[src/hdl/ogi_pkg.sv]
// shared types, constants and codes of the occupancy grid inflation block
`timescale 1ns / 1ps
package ogi_pkg;

    // grid geometry
    localparam int MAX_ROWS   = 256;
    localparam int MAX_COLS   = 256;
    localparam int MAX_RADIUS = 8;

    localparam int GRID_DEPTH = MAX_ROWS * MAX_COLS;
    localparam int ADDR_W     = $clog2(GRID_DEPTH);

    localparam logic [8:0] MAX_ROWS_C   = 9'(MAX_ROWS);
    localparam logic [8:0] MAX_COLS_C   = 9'(MAX_COLS);
    localparam logic [3:0] MAX_RADIUS_C = 4'(MAX_RADIUS);

    // operation codes
    localparam logic OP_WRITE = 1'b0;
    localparam logic OP_QUERY = 1'b1;

    // cell classes
    localparam logic [1:0] CLASS_FREE     = 2'd0;
    localparam logic [1:0] CLASS_OCCUPIED = 2'd1;
    localparam logic [1:0] CLASS_UNKNOWN  = 2'd2;
    localparam logic [1:0] CLASS_INVALID  = 2'd3;

    // configuration register indexes
    localparam logic [1:0] REG_GRID_ROWS = 2'd0;
    localparam logic [1:0] REG_GRID_COLS = 2'd1;
    localparam logic [1:0] REG_RADIUS    = 2'd2;

    typedef struct packed {
        logic       opcode;
        logic [7:0] row;
        logic [7:0] col;
        logic [1:0] cell_class;
    } item_t;

    typedef struct packed {
        logic [1:0] inflated_class;
        logic       out_of_range;
    } result_t;

    // saturated configuration seen by the sequencer
    typedef struct packed {
        logic [8:0] rows;
        logic [8:0] cols;
        logic [3:0] radius;
    } cfg_eff_t;

    // grid memory access from the sequencer
    typedef struct packed {
        logic              we;
        logic [ADDR_W-1:0] waddr;
        logic [1:0]        wdata;
        logic [ADDR_W-1:0] raddr;
    } mem_req_t;

endpackage

[src/hdl/ogi_cfg.sv]
// configuration registers with saturation to the grid limits
`timescale 1ns / 1ps
module ogi_cfg (
    input  logic            clk,
    input  logic            rst_n,
    input  logic            cfg_we,
    input  logic [1:0]      cfg_index,
    input  logic [8:0]      cfg_data,
    output ogi_pkg::cfg_eff_t cfg
);
    import ogi_pkg::*;

    logic [8:0] grid_rows_reg;
    logic [8:0] grid_cols_reg;
    logic [3:0] radius_reg;

    always_ff @(posedge clk or negedge rst_n)
    begin
        if (!rst_n)
        begin
            grid_rows_reg <= 9'd256;
            grid_cols_reg <= 9'd256;
            radius_reg    <= 4'd0;
        end
        else if (cfg_we)
        begin
            case (cfg_index)
                REG_GRID_ROWS: grid_rows_reg <= cfg_data;
                REG_GRID_COLS: grid_cols_reg <= cfg_data;
                REG_RADIUS:    radius_reg    <= cfg_data[3:0];
                default:       ;
            endcase
        end
    end

    assign cfg.rows   = (grid_rows_reg > MAX_ROWS_C) ? MAX_ROWS_C : grid_rows_reg;
    assign cfg.cols   = (grid_cols_reg > MAX_COLS_C) ? MAX_COLS_C : grid_cols_reg;
    assign cfg.radius = (radius_reg > MAX_RADIUS_C) ? MAX_RADIUS_C : radius_reg;

    a_cfg_saturated: assert property (@(posedge clk) disable iff (!rst_n)
        cfg.rows <= MAX_ROWS_C && cfg.cols <= MAX_COLS_C && cfg.radius <= MAX_RADIUS_C)
        else $error("saturated configuration out of limits");

endmodule

[config.mk]
export PLATFORM = sky130hd
export DESIGN_NAME = ogi_cfg
export DESIGN_NICKNAME = d
export VERILOG_FILES = /design/src/hdl/ogi_pkg.sv /design/src/hdl/ogi_cfg.sv
export SDC_FILE = /design/constraint.sdc
export NUM_CORES = 1
export LEC_CHECK = 0
export BUFFER_PORTS_ARGS = -buffer_cell sky130_fd_sc_hd__clkbuf_2
export CORE_MARGIN = 2
export CORE_UTILIZATION = 47
export CTS_BUF_LIST = sky130_fd_sc_hd__clkbuf_16
export DETAILED_ROUTE_END_ITERATION = 8
export PLACE_DENSITY = 0.75
export SLEW_MARGIN = 5
export SYNTH_ARGS = -nofsm -noshare
export SYNTH_HDL_FRONTEND = slang
export SYNTH_SLANG_ARGS = --single-unit
[constraint.sdc]
create_clock -name clk -period 1 [get_ports clk]
set_clock_uncertainty 0.1 [all_clocks]
set_input_delay 0 -clock clk [delete_from_list [all_inputs] [get_ports clk]]
set_output_delay 0 -clock clk [all_outputs]
set_load 0.005 [all_outputs]
* Word level (Yosys, flattened, before mapping) *
Index checks and enable logic that the tools add are counted.
W data, S select, Z words.

storage, ports and cells
  flip-flop bits (word level) = 22
  output and inout port bits = 22
  word-level logic and storage cells = 15

operators by class
  order comparisons = 3
  equality and inequality tests = 2
  muxes and demuxes = 3
  reduce and logical (&&, ||, !) cells = 4

operator list
  cell                  count
  $gt A9 B9 Y1 const B  2
  $mux W9               2
  $reduce_and A2 Y1     3
  $gt A4 B4 Y1 const B  1
  $mux W4               1
  $eq A2 B1 Y1 const B  1
  $eq A2 B2 Y1 const B  1
  $logic_not A2 Y1      1

* Depth between registers and ports, before layout *
  depth after elaboration = 2
  mapped depth = 3
  gate-level depth less buffers = 2

* Least setup slack after synthesis *
No wires, ideal clock.

  path type = register to register
  start point = register grid_rows_reg[8] (netlist name)
  end point = register grid_rows_reg[8]
  data arrival time = 0.726 ns
  data required time = 0.841 ns
  path slack = 0.114 ns
  stages on the path, launching flop included = 2
  period minus slack after synthesis = 0.886 ns
  cell sequence = dfstp_2 -> mux2_2

RTL lines
  what                    line           RTL
  end signal: assignment  ogi_cfg.sv:28  REG_GRID_ROWS: grid_rows_reg <= cfg_data;
  end: declaration        ogi_cfg.sv:13  logic [8:0] grid_rows_reg;

==> out/qor.txt <==
most frequent cells in the layout = clkbuf_2, mux2_2, dfrtp_1
fin crit period = 1217 ps
vias per cell = 4.821
Final WS setup = -217.0 ps
worst skew pair latency = 250 ps
initial antenna violation count = 0
top cell type by total area after synthesis = dfrtp_1
Final #Nets = 140
share of the synthesized area in the top cell type = 0.5096
CTS tree = done
register area share after synthesis = 0.5631
Slew Viols, Final = 0
synth-to-layout area growth = 48.03%
die extent in x = 49.72 um
Post-Place Setup Slack = -46.23 ps
final setup violation count = 21
Net Count, Synth = 84
Initial Util = 0.5006
Clock Root Buffer = clkbuf_16
clock sink total = 22
CP Buf/Inv Count = 2
most common cell after layout, fill and taps aside = clkbuf_2
Die ar. = 2472 um2
crit-path max FO = 4
Synth Instances = 70
final antenna-violating net count = 0
peak supply drop = 1.268 mV
grt ovf = 0
row count = 16
setup TNS = -3297 ps
status = finished with violations
CP Launch Type = register
CP delay by family, top = flip-flops
CTS buffer count = 3
synthesized flop and latch total = 22
DRT Pass-1 Iters = 4
top area cells in the synthesized netlist = dfrtp_1, mux2_2, nor2b_1
critical-path cell list = buf_4 -> nor2b_1 -> clkbuf_2
Slowest-stage cell, CP = dfstp_2
HPWL Detailed = 1421 um
Top-Level Pins = 36
max-cap violations = 0
RSZ-0062 raised after global routing = true
DRC Markers = 0
Crit Path Class = reg2out
CP arrival = 1120 ps
antenna cells = 0
synth unique cells = 9
Crit path required time = 900 ps
Fmax achieved = 821.7 MHz
static leakage = 0.7039 nW
Clock Pin Slew Worst Setup and Hold Paths = 50 ps
largest stage delay on the critical path = 560 ps
yosys synthesis warning count = 0
initial DRC count = 10
first-pass GRT wire length = 3850 um
pin count of the biggest net entering global routing = 23
Post-Syn Area = 982.2 um2
port bufs = 35
Tcrit/Tclk final = 1.217
ratio of cells with drive above 1 in the final layout = 0.6129
final hold slack = 140.3 ps
H-tree depth = 1
Longest Clk Path Bufs = 2
R2R setup slack = 10 ps
endpoints failing hold = 0
Tot GR Track Use = 0.2138
via count = 728
DR WL/cell = 15.57 um
vias in the first global route = 827
Cell Pwr Density = 1893 nW/um2
Worst-Margin Slew = 528.3 ps
failing checks = negative setup slack
Avg Cell Area, Syn = 14.03 um2
routed wire length = 2351 um
worst min path class = in2reg
CP endpoint kind = output port
gp weighted congestion = 0.6762
Core Footprint = 1962 um2
die span in y = 49.72 um
Max-Slew Margin vs Limit = 0.6478
==> worst reg2reg max path: cells and delay by family (launching register included) <==
kind	cells	cell delay (ps)
flip-flops	1	560
multiplexers	1	140
buffers and inverters	1	130
==> area by class of cell <==
cell class / instances / area, um2
Clock buffer: 3 / 75.07
Fill cell: 152 / 508.0
Multi-Input combinational cell: 44 / 416.7
Sequential cell: 22 / 554.3
Tap cell: 27 / 33.78
Timing Repair Buffer: 55 / 374.1
==> cell usage after synthesis <==
master and count:
dfrtp_1 20, nand3b_1 1, nand3b_4 1, buf_6 1, mux2_2 22, dfstp_2 2
clkbuf_1 3, nor2b_1 19, nor3b_2 1
==> logic make-up (layout without fill, tap and decap cells) <==
kind of cell	count (synthesis)	in the layout	synth area share
simple gates	22	22	0.1618
mux	22	22	0.2522
buf+inv	4	58	0.02293
flops	22	22	0.5631
==> where the power goes <==
group	leakage (nW)	total, W	internal, W	switching [W]
Clock	0.0370	0.000815	0.000527	0.000288
Sequential	0.257	0.00118	0.00107	0.000104
Combinational	0.410	0.000760	0.000472	0.000288
Total	0.704	0.00275	0.00207	0.000680
==> per-stage QoR <==
step	cells	total power (W)	util	area [um2]
floorplan	70	0.001484	-	982.2
global placement	132	0.001741	0.6110	1199
detailed placement	132	0.001781	0.6110	1199
CTS	151	0.002698	0.7270	1426
global route	151	0.002912	0.7411	1454
finish	151	0.002752	0.7411	1454
==> metal layers <==
| layer | part of all wire | GRT usage |
|---|---|---|
| met5 | 0 | 0 |
| met2 | 0.52 | 0.3689 |
| met1 | 0.41 | 0.2475 |
| met4 | 0.036 | 0.1389 |
| met3 | 0.029 | 0.02727 |
==> repair_timing <==
item                       CTS  global route
hold buffers                10             0
hold endpoints to repair    44             0
resized for setup            5             9
setup endpoints to repair   22            23
buffers inserted             7             0
==> final timing paths <==
kind | startpoint | end | cells after the start
hold / removal | cfg_index[0] | grid_cols_reg[3]$_DFFE_PN0P_ | 3
setup reg to reg | grid_cols_reg[8]$_DFFE_PN1P_ | grid_cols_reg[8]$_DFFE_PN1P_ | 2
max in group asynchronous | rst_n | radius_reg[3]$_DFFE_PN0P_ | 2
min in group asynchronous | rst_n | grid_cols_reg[0]$_DFFE_PN0P_ | 2
hold reg to reg | grid_cols_reg[6]$_DFFE_PN0P_ | grid_cols_reg[6]$_DFFE_PN0P_ | 1
setup / recovery | grid_cols_reg[8]$_DFFE_PN1P_ | cfg[8] | 3
No activity file was read; power rests on OpenSTA's default activity.
