==> src/hdl/ogi_pkg.sv <==
// shared types, constants and codes of the occupancy grid inflation block
`timescale 1ns / 1ps
package ogi_pkg;

    // grid geometry
    localparam int MAX_ROWS   = 256;
    localparam int MAX_COLS   = 256;
    localparam int MAX_RADIUS = 8;

    localparam int GRID_DEPTH = MAX_ROWS * MAX_COLS;
    localparam int ADDR_W     = $clog2(GRID_DEPTH);

    localparam logic [8:0] MAX_ROWS_C   = 9'(MAX_ROWS);
    localparam logic [8:0] MAX_COLS_C   = 9'(MAX_COLS);
    localparam logic [3:0] MAX_RADIUS_C = 4'(MAX_RADIUS);

    // operation codes
    localparam logic OP_WRITE = 1'b0;
    localparam logic OP_QUERY = 1'b1;

    // cell classes
    localparam logic [1:0] CLASS_FREE     = 2'd0;
    localparam logic [1:0] CLASS_OCCUPIED = 2'd1;
    localparam logic [1:0] CLASS_UNKNOWN  = 2'd2;
    localparam logic [1:0] CLASS_INVALID  = 2'd3;

    // configuration register indexes
    localparam logic [1:0] REG_GRID_ROWS = 2'd0;
    localparam logic [1:0] REG_GRID_COLS = 2'd1;
    localparam logic [1:0] REG_RADIUS    = 2'd2;

    typedef struct packed {
        logic       opcode;
        logic [7:0] row;
        logic [7:0] col;
        logic [1:0] cell_class;
    } item_t;

    typedef struct packed {
        logic [1:0] inflated_class;
        logic       out_of_range;
    } result_t;

    // saturated configuration seen by the sequencer
    typedef struct packed {
        logic [8:0] rows;
        logic [8:0] cols;
        logic [3:0] radius;
    } cfg_eff_t;

    // grid memory access from the sequencer
    typedef struct packed {
        logic              we;
        logic [ADDR_W-1:0] waddr;
        logic [1:0]        wdata;
        logic [ADDR_W-1:0] raddr;
    } mem_req_t;

endpackage

==> src/hdl/ogi_seq.sv <==
// command sequencer: cell writes, window scan over the grid memory, result register
`timescale 1ns / 1ps
module ogi_seq (
    input  logic              clk,
    input  logic              rst_n,
    input  logic              start,
    input  ogi_pkg::item_t    item,
    input  ogi_pkg::cfg_eff_t cfg,
    input  logic [1:0]        rdata,
    output logic              busy,
    output logic              done,
    output ogi_pkg::result_t  result,
    output ogi_pkg::mem_req_t mem
);
    import ogi_pkg::*;

    localparam logic [1:0] S_IDLE = 2'd0;
    localparam logic [1:0] S_SCAN = 2'd1;
    localparam logic [1:0] S_WAIT = 2'd2;

    logic [1:0] state_reg, state_next;
    logic       own_pend_reg, own_pend_next;
    logic       scan_pend_reg, scan_pend_next;
    logic       done_reg, done_next;
    result_t    result_reg, result_next;
    logic [7:0] sr_reg, sr_next;
    logic [7:0] sc_reg, sc_next;
    logic [7:0] r_hi_reg, r_hi_next;
    logic [7:0] c_lo_reg, c_lo_next;
    logic [7:0] c_hi_reg, c_hi_next;
    logic       hit_reg, hit_next;
    logic [1:0] own_reg, own_next;

    logic       accept;
    logic       in_grid;
    logic [8:0] rad9;
    logic [8:0] row_p1, col_p1;
    logic [8:0] row_hi9, col_hi9;
    logic [8:0] row_lim, col_lim;
    logic [7:0] r_lo, c_lo, r_hi, c_hi;
    logic       hit_now;
    logic [1:0] own_now;

    assign accept  = start && !busy;
    assign in_grid = ({1'b0, item.row} < cfg.rows) && ({1'b0, item.col} < cfg.cols);

    // window bounds, clipped to the grid in use
    assign rad9    = {5'd0, cfg.radius};
    assign row_p1  = {1'b0, item.row} + 9'd1;
    assign col_p1  = {1'b0, item.col} + 9'd1;
    assign row_hi9 = {1'b0, item.row} + rad9;
    assign col_hi9 = {1'b0, item.col} + rad9;
    assign row_lim = cfg.rows - 9'd1;
    assign col_lim = cfg.cols - 9'd1;
    assign r_lo    = (row_p1 < rad9) ? 8'd0 : 8'(row_p1 - rad9);
    assign c_lo    = (col_p1 < rad9) ? 8'd0 : 8'(col_p1 - rad9);
    assign r_hi    = (row_hi9 > row_lim) ? row_lim[7:0] : row_hi9[7:0];
    assign c_hi    = (col_hi9 > col_lim) ? col_lim[7:0] : col_hi9[7:0];

    assign hit_now = hit_reg || (scan_pend_reg && rdata == CLASS_OCCUPIED);
    assign own_now = own_pend_reg ? rdata : own_reg;

    // memory access: writes land at acceptance, reads follow the scan
    assign mem.we    = accept && item.opcode == OP_WRITE && in_grid;
    assign mem.waddr = {item.row, item.col};
    assign mem.wdata = (item.cell_class == CLASS_INVALID) ? CLASS_UNKNOWN : item.cell_class;
    assign mem.raddr = (state_reg == S_SCAN) ? {sr_reg, sc_reg} : {item.row, item.col};

    always_comb
    begin
        state_next     = state_reg;
        own_pend_next  = accept && item.opcode == OP_QUERY && in_grid;
        scan_pend_next = (state_reg == S_SCAN);
        done_next      = 1'b0;
        result_next    = result_reg;
        sr_next        = sr_reg;
        sc_next        = sc_reg;
        r_hi_next      = r_hi_reg;
        c_lo_next      = c_lo_reg;
        c_hi_next      = c_hi_reg;
        hit_next       = hit_now;
        own_next       = own_now;

        case (state_reg)
            S_IDLE:
            begin
                if (accept && item.opcode == OP_QUERY)
                begin
                    if (!in_grid)
                    begin
                        done_next                  = 1'b1;
                        result_next.inflated_class = CLASS_FREE;
                        result_next.out_of_range   = 1'b1;
                    end
                    else
                    begin
                        hit_next   = 1'b0;
                        sr_next    = r_lo;
                        sc_next    = c_lo;
                        r_hi_next  = r_hi;
                        c_lo_next  = c_lo;
                        c_hi_next  = c_hi;
                        state_next = (cfg.radius == 4'd0) ? S_WAIT : S_SCAN;
                    end
                end
            end
            S_SCAN:
            begin
                if (sc_reg == c_hi_reg)
                begin
                    sc_next = c_lo_reg;
                    if (sr_reg == r_hi_reg)
                    begin
                        state_next = S_WAIT;
                    end
                    else
                    begin
                        sr_next = sr_reg + 8'd1;
                    end
                end
                else
                begin
                    sc_next = sc_reg + 8'd1;
                end
            end
            S_WAIT:
            begin
                // last read data is on rdata now
                done_next                  = 1'b1;
                result_next.inflated_class = hit_now ? CLASS_OCCUPIED : own_now;
                result_next.out_of_range   = 1'b0;
                state_next                 = S_IDLE;
            end
            default:
            begin
                state_next = S_IDLE;
            end
        endcase
    end

    always_ff @(posedge clk or negedge rst_n)
    begin
        if (!rst_n)
        begin
            state_reg     <= S_IDLE;
            own_pend_reg  <= 1'b0;
            scan_pend_reg <= 1'b0;
            done_reg      <= 1'b0;
        end
        else
        begin
            state_reg     <= state_next;
            own_pend_reg  <= own_pend_next;
            scan_pend_reg <= scan_pend_next;
            done_reg      <= done_next;
        end
    end

    always_ff @(posedge clk)
    begin
        result_reg <= result_next;
        sr_reg     <= sr_next;
        sc_reg     <= sc_next;
        r_hi_reg   <= r_hi_next;
        c_lo_reg   <= c_lo_next;
        c_hi_reg   <= c_hi_next;
        hit_reg    <= hit_next;
        own_reg    <= own_next;
    end

    assign busy   = (state_reg != S_IDLE);
    assign done   = done_reg;
    assign result = result_reg;

    a_done_idle: assert property (@(posedge clk) disable iff (!rst_n)
        done |-> !busy)
        else $error("result strobe while busy");

    a_query_busy: assert property (@(posedge clk) disable iff (!rst_n)
        (accept && item.opcode == OP_QUERY && in_grid) |=> busy)
        else $error("in-grid query did not start a scan");

    a_scan_bounds: assert property (@(posedge clk) disable iff (!rst_n)
        (state_reg == S_SCAN) |-> (sr_reg <= r_hi_reg && sc_reg >= c_lo_reg
                                   && sc_reg <= c_hi_reg))
        else $error("scan address left the window");

    a_write_idle: assert property (@(posedge clk) disable iff (!rst_n)
        mem.we |-> (state_reg == S_IDLE && !own_pend_reg && !scan_pend_reg))
        else $error("grid write during a query");

endmodule

==> config.mk <==
export PLATFORM = sky130hd
export DESIGN_NAME = ogi_seq
export DESIGN_NICKNAME = d
export VERILOG_FILES = /design/src/hdl/ogi_pkg.sv /design/src/hdl/ogi_seq.sv
export SDC_FILE = /design/constraint.sdc
export NUM_CORES = 1
export LEC_CHECK = 0
export BUFFER_PORTS_ARGS = -buffer_cell sky130_fd_sc_hd__buf_2
export CAP_MARGIN = 5
export CORE_MARGIN = 5
export CORE_UTILIZATION = 45
export DETAILED_ROUTE_END_ITERATION = 8
export PLACE_DENSITY_LB_ADDON = 0.1
export SYNTH_ARGS = -nofsm -noshare
export SYNTH_HDL_FRONTEND = slang
export SYNTH_SLANG_ARGS = --single-unit
==> constraint.sdc <==
create_clock -name clk -period 2.6 [get_ports clk]
set_clock_uncertainty 0.2 [all_clocks]
set_input_delay 0.26 -clock clk [delete_from_list [all_inputs] [get_ports clk]]
set_output_delay 0.26 -clock clk [all_outputs]
set_load 0.02 [all_outputs]
After elaboration in Yosys (flattened, before gate mapping)
Index checks and enable logic that the tools add are counted.
{"block": "classes", "n_reduce_logical": 19, "n_lt_le_gt_ge": 6, "n_bitwise": 1, "eq_ne": 12, "muxes": 32, "add_sub_neg": 10}
{"op": "$mux 8", "n": 11}
{"op": "$pmux 8 s2", "n": 2}
{"op": "$add 8x1->9 const B", "n": 2}
{"op": "$add 8x4->9", "n": 2}
{"op": "$gt 9x9->1", "n": 2}
{"op": "$lt 8x9->1", "n": 2}
{"op": "$lt 9x4->1", "n": 2}
{"op": "$sub 9x1->9 const B", "n": 2}
{"op": "$add 8x1->8 const B", "n": 2}
{"op": "$eq 8x8->1", "n": 2}
{"op": "$mux 16", "n": 1}
{"op": "$mux 2", "n": 8}
{"op": "$sub 8x4->8", "n": 2}
{"op": "$reduce_and 3->1", "n": 3}
{"op": "$ne 2x2->1 const B", "n": 4}
{"op": "$logic_and 1x1->1", "n": 7}
{"op": "$mux 3", "n": 2}
{"op": "$pmux 3 s2", "n": 1}
{"op": "$reduce_bool 2->1", "n": 3}
{"op": "$mux 1", "n": 5}
{"op": "$reduce_and 5->1", "n": 1}
{"op": "$eq 2x1->1 const B", "n": 2}
{"op": "$eq 2x2->1 const B", "n": 2}
{"op": "$logic_not 4->1", "n": 1}
{"op": "8 further kinds", "n": 9}
{"block": "totals", "in_bits": 46, "output_inout_bits": 40, "regBits": 51}

Longest topological paths before layout
Gate-level depths: netlist of the first run.
{"block": "logic_depth", "ltp_word": 6, "mapped_depth": 14}

Worst setup path before layout of the first run
OpenSTA, ideal clock, no wires.
{"block": "synth_timing", "path_kind": "input -> register", "from": "input port item[2] in the netlist's numbering", "to": "register c_hi_reg[0], data pin", "slack_ns": -0.749, "path_stages": 13, "t_arrival_ns": 2.864, "path_buffers": 0, "path_cell_list": "ha_1 -> fa_1 -> a21o_1 -> a21oi_1 -> xor2_1 -> inv_1 -> ha_1 -> a21oi_1 -> nor2b_1 -> o21ai_0 -> o21ai_0 -> o21ai_1 -> mux2i_1"}
{"block": "synth_between", "elab_chain_cells": 3}
{"element": "from (decl)", "line": "ogi_seq.sv:7", "rtl": "input ogi_pkg::item_t item,"}
{"element": "$add 8x4->9 (*)", "line": "ogi_seq.sv:52", "rtl": "assign col_hi9 = {1'b0, item.col} + rad9;"}
{"element": "$gt 9x9->1", "line": "ogi_seq.sv:58", "rtl": "assign c_hi = (col_hi9 > col_lim) ? col_lim[7:0] : col_hi9[7:0];"}
{"element": "$mux 8 (*)", "line": "ogi_seq.sv:58"}
{"element": "via c_hi[0]", "line": "ogi_seq.sv:40", "rtl": "logic [7:0] r_lo, c_lo, r_hi, c_hi;"}
{"element": "to (signal assigned)", "line": "ogi_seq.sv:166", "rtl": "c_hi_reg <= c_hi_next;"}
{"element": "to (decl)", "line": "ogi_seq.sv:30", "rtl": "logic [7:0] c_hi_reg, c_hi_next;"}
The timed path passes the listed nets; every way through them passes the cells marked *.
A chain may end at the register's enable or synchronous reset.

Worst setup path in the final report of the first run
{"block": "layout_timing", "from": "input port cfg[0] in the netlist's numbering", "to": "register r_hi_reg[3], data pin"}
{"block": "layout_between", "elab_chain_cells": 3}
{"element": "from (decl)", "line": "ogi_seq.sv:8", "rtl": "input ogi_pkg::cfg_eff_t cfg,"}
{"element": "$add 8x4->9 (*)", "line": "ogi_seq.sv:51", "rtl": "assign row_hi9 = {1'b0, item.row} + rad9;"}
{"element": "$gt 9x9->1", "line": "ogi_seq.sv:57", "rtl": "assign r_hi = (row_hi9 > row_lim) ? row_lim[7:0] : row_hi9[7:0];"}
{"element": "$mux 8 (*)", "line": "ogi_seq.sv:57"}
{"element": "via r_hi[3]", "line": "ogi_seq.sv:40"}
{"element": "to (signal assigned)", "line": "ogi_seq.sv:164", "rtl": "r_hi_reg <= r_hi_next;"}
{"element": "to (decl)", "line": "ogi_seq.sv:28", "rtl": "logic [7:0] r_hi_reg, r_hi_next;"}
Marked as above.

==> impl_metrics.ini, run 1 <==
[sta]
worst_pin_slew_ns = 0.476
fin_crit_ns = 2.81
fin_crit_sh_pct = 108
max_slew_margin_pct = 68.1
drv_slew = 0
rsz0062_at_grt = true
hold_viol = 0
fin_hold_ws_ns = 0.00969
max_freq_mhz = 356
setup_viol = 16
worst_slack_ns = -0.210

[final_layout]
nets = 831
final_cell_mix = buf_4 (99), buf_2 (79), nand2_1 (70)
syn_to_final_growth_pct = 37.3
final_cell_area_mm2 = 0.00674
drive_gt1_share_pct = 35.5
layout_commonest_cell = buf_4
antennaDiodeCount = 0

[grt]
track_usage_pct = 21.1
overflow = 0
grt_antenna_before_repair = 0
grt_pass1_wl_um = 22500
grt_pass1_vias = 4682
grt_max_degree = 34

[synthesis]
ys_warn_count = 0
synth_edf_count = 43
synth_top_area_cell = edfxtp_1
synth_seq_cells = 51
yosysUniqueCellTypes = 50
syn_nets = 659
synth_top_area_share_pct = 26.3
synthArstFlopShare_pct = 9.80
ys.flop_type = edfxtp_1
synth.area.top_cells = edfxtp_1 (26%), ha_1 (13%), xnor2_1 (7.7%)
synthCells = 557
avgSynthCellArea_um2 = 8.81
syn_area_mm2 = 0.00491
seq_area_frac_synth_pct = 30.1

[routing]
drt-initial-drc-count = 205
ant_nets = 0
firstDrtPassIters = 4
viasPerCell = 5.32
wl_per_cell_um = 15.7
drc = 0
num_vias = 4632
wl_um = 13700

[critical_path]
critPathArrivalTime_ns = 2.69
critical_path.top_delay_family = compound AO/OA/AOI/OAI gates
crit_type = in2reg
worstPathMaxFanout = 7
cpPeakStageDelay_ns = 0.34
crit_top_cell = ha_4
cp_slowest_cell = fa_2
crit_path_end_kind = register
path_cells = buf_8, ha_4, fa_2, a21o_1, a21oi_4, buf_6, xnor2_4, ha_4, and3_4, nand3_4, o21bai_4, a31oi_4, nand2b_4, nand2_1
worst_ep_required_time_ns = 2.48
worst-path-buf-inv = 2
critPathLaunchType = input port

[clock_network]
cts_tree = done
clkTransAtPathRegs_ns = 0.09
clock_latency_ns = 0.32
clkSinkCount = 51
cts_buffers = 5
clock_path_buffers = 2
htree_levels = 2
cts_root_buffer = clkbuf_8

[floorplanning]
dieArea_mm2 = 0.0131
initial_utilization_pct = 45.7
design.core.area_mm2 = 0.0107
fp.dieH_um = 114
num_io_pins = 86
die_w_um = 114
num_rows = 38

[placed_design]
port_buffers = 85
dp_hpwl_um = 10900
placed_cell_area_mm2 = 0.00612
place_congestion = 0.876

[run]
drv_cap = 0

[pwr]
peakVddDrop_mv = 0.480
p_per_area_mw_per_mm2 = 630
leakage_uw = 0.00314

[status]
status = finished with violations
violations = negative setup slack

[worst_hold_path]
hp-class = in2reg
## timing repair
action | in CTS | in global routing
setup endpoints to repair | 24 | 43
buffers inserted | 14 | 6
hold buffers | 1 | 0
hold endpoints to repair | 5 | 0
gates resized for setup | 44 | 28
cloned | 1 | 0
pin swaps | 42 | 27
## layout make-up
cell class | instances | area (µm²)
clock buffer | 5 | 68.8
clock inverter | 3 | 20.0
sequential | 51 | 1480
fill | 961 | 4010
timing repair buffer | 196 | 1380
tap | 140 | 175
multi-input combinational | 432 | 3450
inverter | 43 | 161
## per-layer routing
metal  GRT usage (%)  part of all wire [%]  vias to the layer above
li1                -                     -                     2294
met1            28.8                    46                     2198
met3            2.43                   5.1                       13
met2            35.9                    48                      127
met4            4.75                   1.2                        0
met5               0                     0                        -
## where the power goes
group / internal [µW] / switching [µW]
sequential: 1180 / 190
combinational: 1070 / 1320
clock: 188 / 280
total: 2450 / 1790
## final timing paths
kind,from,endpoint,slack (ns),cells past startpoint
max,cfg[0],r_hi_reg[3]$_DFFE_PP_,-0.21,14
min,rdata[1],own_reg[1]$_DFF_P_,0.01,2
max reg2reg,sc_reg[5]$_DFFE_PP_,sr_reg[3]$_DFFE_PP_,0.36,6
min reg2reg,own_reg[1]$_DFF_P_,own_reg[1]$_DFF_P_,0.29,1
max in group asynchronous,rst_n,scan_pend_reg$_DFF_PN0_,1.98,2
min in group asynchronous,rst_n,done$_DFF_PN0_,0.08,2
## cell families after synthesis
| group | share of synthesized area, % |
|---|---|
| mux | 3.14 |
| simple gates | 19.2 |
| flops | 30.1 |
| compound gates | 12.9 |
| fa+ha+maj | 14.9 |
| buf+inv | 7.11 |
| xor+xnor | 12.7 |
## synthesized netlist by cell type (11+ instances only)
| cell | instances |
|---|---|
| a21oi_1 | 17 |
| buf_4 | 16 |
| inv_1 | 42 |
| mux2i_1 | 12 |
| nand3_1 | 17 |
| nand4_1 | 11 |
| and3_1 | 12 |
| edfxtp_1 | 43 |
| nor2_1 | 35 |
| ha_1 | 52 |
| nor3_1 | 17 |
| xor2_1 | 28 |
| o21ai_0 | 15 |
| xnor2_1 | 43 |
| nand2_1 | 72 |
| a21o_1 | 15 |
| clkbuf_1 | 14 |
## stage by stage
stage / setup TNS [ns] / cells / setup WS, ns / util (%) / total power, µW
2_1_floorplan: -3.70 / 557 / -0.282 / - / 2790
3_3_place_gp: -20.34 / 841 / -0.615 / 56.9 / 3570
3_5_place_dp: -22.20 / 841 / -0.698 / 56.9 / 3620
4_1_cts: -2.38 / 865 / -0.222 / 60.9 / 4190
5_1_grt: -4.17 / 870 / -0.313 / 62.7 / 4550
6_report: -2.38 / 870 / -0.210 / 62.7 / 4240
No activity file was read; power rests on OpenSTA's default activity.
==> run 2, diff against run 1 <==
- BUFFER_PORTS_ARGS: -buffer_cell sky130_fd_sc_hd__buf_2 -> -buffer_cell sky130_fd_sc_hd__buf_4
==> run 2 against run 1 <==
  * The flow still finishes with violations (negative setup slack)
  * Final cell count decreased by 0.34%
  * Via count increased by 0.76%
  * Register-to-register slack improved by 0.09 ns
  * Sequential share of layout area decreased by 0.54 points
  * Setup slack got worse by 0.0047 ns
  * Power increased by 3.2%
  * Hold slack improved by 0.0083 ns
  * Die area unchanged
  * Flip-flop and latch count unchanged
  * Final area increased by 2.5%
  * Critical path depth increased by 1
  * Combinational power increased by 6%
  * Critical path type unchanged
==> impl_metrics.ini, run 2 (synthesized netlist as in run 1, its figures left out) <==
[status]
status = finished with violations
violations = negative setup slack

[placed_design]
port_buffers = 85
place_congestion = 0.893
dpl_worst_slack_ns = -0.649
dp_hpwl_um = 11100

[final_layout]
drive_gt1_share_pct = 35.5
syn_to_final_growth_pct = 40.7
final_cell_mix = buf_4 (177), nand2_1 (69), edfxtp_1 (43)
nets = 828
antennaDiodeCount = 0
layout_commonest_cell = buf_4
n_fill_cell = 933

[grt]
grt_pass1_wl_um = 23000
grt_pass1_vias = 4818
grt_antenna_before_repair = 0
track_usage_pct = 22.0
grt_max_degree = 34
overflow = 0

[critical_path]
crit_type = in2reg
crit_path_end_kind = register
critPathLaunchType = input port
cp_slowest_cell = fa_2
worstPathMaxFanout = 5
worst-path-buf-inv = 3
worst_ep_required_time_ns = 2.48
cpPeakStageDelay_ns = 0.34
path_cells = buf_8, ha_4, fa_2, a21o_1, a21oi_4, buf_6, xnor2_4, ha_4, and3_4, nand3_2, o21bai_4, a31oi_4, buf_6, nand2b_4, nand2_1
critPathArrivalTime_ns = 2.69
critical_path.top_delay_family = adder cells

[pwr]
p_per_area_mw_per_mm2 = 634
power.switching_uw = 1830
leakage_uw = 0.00319
pwr-share-clk_pct = 10.8
pwr-share-seq_pct = 31.1
p_int_uw = 2550
peakVddDrop_mv = 0.339
p_sw_share_pct = 41.8
fin_total_pwr_uw = 4380
power_frac_comb_pct = 58.1

[floorplanning]
dieArea_mm2 = 0.0131
fp.dieH_um = 114
num_rows = 38
initial_utilization_pct = 45.7
num_io_pins = 86
die_w_um = 114
design.core.area_mm2 = 0.0107

[routing]
firstDrtPassIters = 6
ant_nets = 0
viasPerCell = 5.38
num_vias = 4667
drc = 0
wl_um = 14500
wl_per_cell_um = 16.7
drt-initial-drc-count = 175

[run]
drv_cap = 0

[clock_network]
clock_path_buffers = 2
clkTransAtPathRegs_ns = 0.09
htree_levels = 2
cts_buffers = 5
cts_tree = done
clock_latency_ns = 0.32
clkSinkCount = 51
cts_root_buffer = clkbuf_8

[sta]
worst_slack_ns = -0.214
rsz0062_at_grt = true
drv_slew = 0
fin_crit_ns = 2.81
finalSetupTns_ns = -1.77
hold_viol = 0
max_slew_margin_pct = 68.8
worst_pin_slew_ns = 0.461
fin_crit_sh_pct = 108
max_freq_mhz = 355
setup_viol = 16
fin_hold_ws_ns = 0.0180

[worst_hold_path]
hp-class = in2reg
run 2: changes by cell type in the layout (fill, tap and decap cells not counted), moves of 3 or more:
cell | before | now
buf_6 | 11 | 8
ha_4 | 7 | 11
buf_2 | 79 | 1
ha_1 | 44 | 41
buf_4 | 99 | 177
buf_8 | 2 | 5
nor3_2 | 0 | 3
nor3_1 | 17 | 14
run 2: what timing repair did:
item,in CTS,in global routing
hold buffers,1,0
endpoints found under the hold margin,5,0
pin swaps,43,24
setup buffers,12,6
gates cloned,1,0
resized for setup,35,30
setup endpoints to repair,24,48
run 2: metal layers:
layer	track usage (%)	share of wire [%]
met1	28.8	45
met2	37.0	48
met3	3.17	4.5
met4	7.68	2.7
met5	0	0
run 2: worst paths after layout:
kind                                     start                     end  slack, ns  depth (start not counted)
setup / recovery                        cfg[0]   r_hi_reg[3]$_DFFE_PP_      -0.21                         15
hold / removal                        rdata[1]      own_reg[1]$_DFF_P_       0.02                          2
setup reg to reg           sc_reg[3]$_DFFE_PP_     sr_reg[5]$_DFFE_PP_       0.45                          6
hold reg to reg             own_reg[1]$_DFF_P_      own_reg[1]$_DFF_P_       0.30                          1
max in group asynchronous                rst_n  own_pend_reg$_DFF_PN0_       2.00                          2
min in group asynchronous                rst_n          done$_DFF_PN0_       0.07                          2
run 2: layout make-up:
class / count / area, µm² / area share (%)
clock inverter: 3 / 20.0 / 0.290
clock buffer: 5 / 68.8 / 0.996
timing repair buffer: 194 / 1550 / 22.4
tap: 140 / 175 / 2.54
sequential: 51 / 1480 / 21.4
multi-input combinational: 431 / 3460 / 50.0
inverter: 43 / 161 / 2.34
run 2: stage by stage:
| stage | instances | instance area (µm²) | utilization, % |
|---|---|---|---|
| after floorplan | 557 | 5010 | - |
| after global placement | 839 | 6300 | 58.7 |
| after detailed placement | 839 | 6300 | 58.7 |
| after CTS | 861 | 6690 | 62.3 |
| after global routing | 867 | 6910 | 64.3 |
| final | 867 | 6910 | 64.3 |
run 2: power groups by stage:
stage          Clock (µW)  Sequential (µW)  Combinational, µW
3_5_place_dp            0             1380               2360
3_3_place_gp            0             1370               2330
6_report              472             1360               2540
5_1_grt               523             1380               2770
2_1_floorplan           0             1350               1440
4_1_cts               485             1360               2460
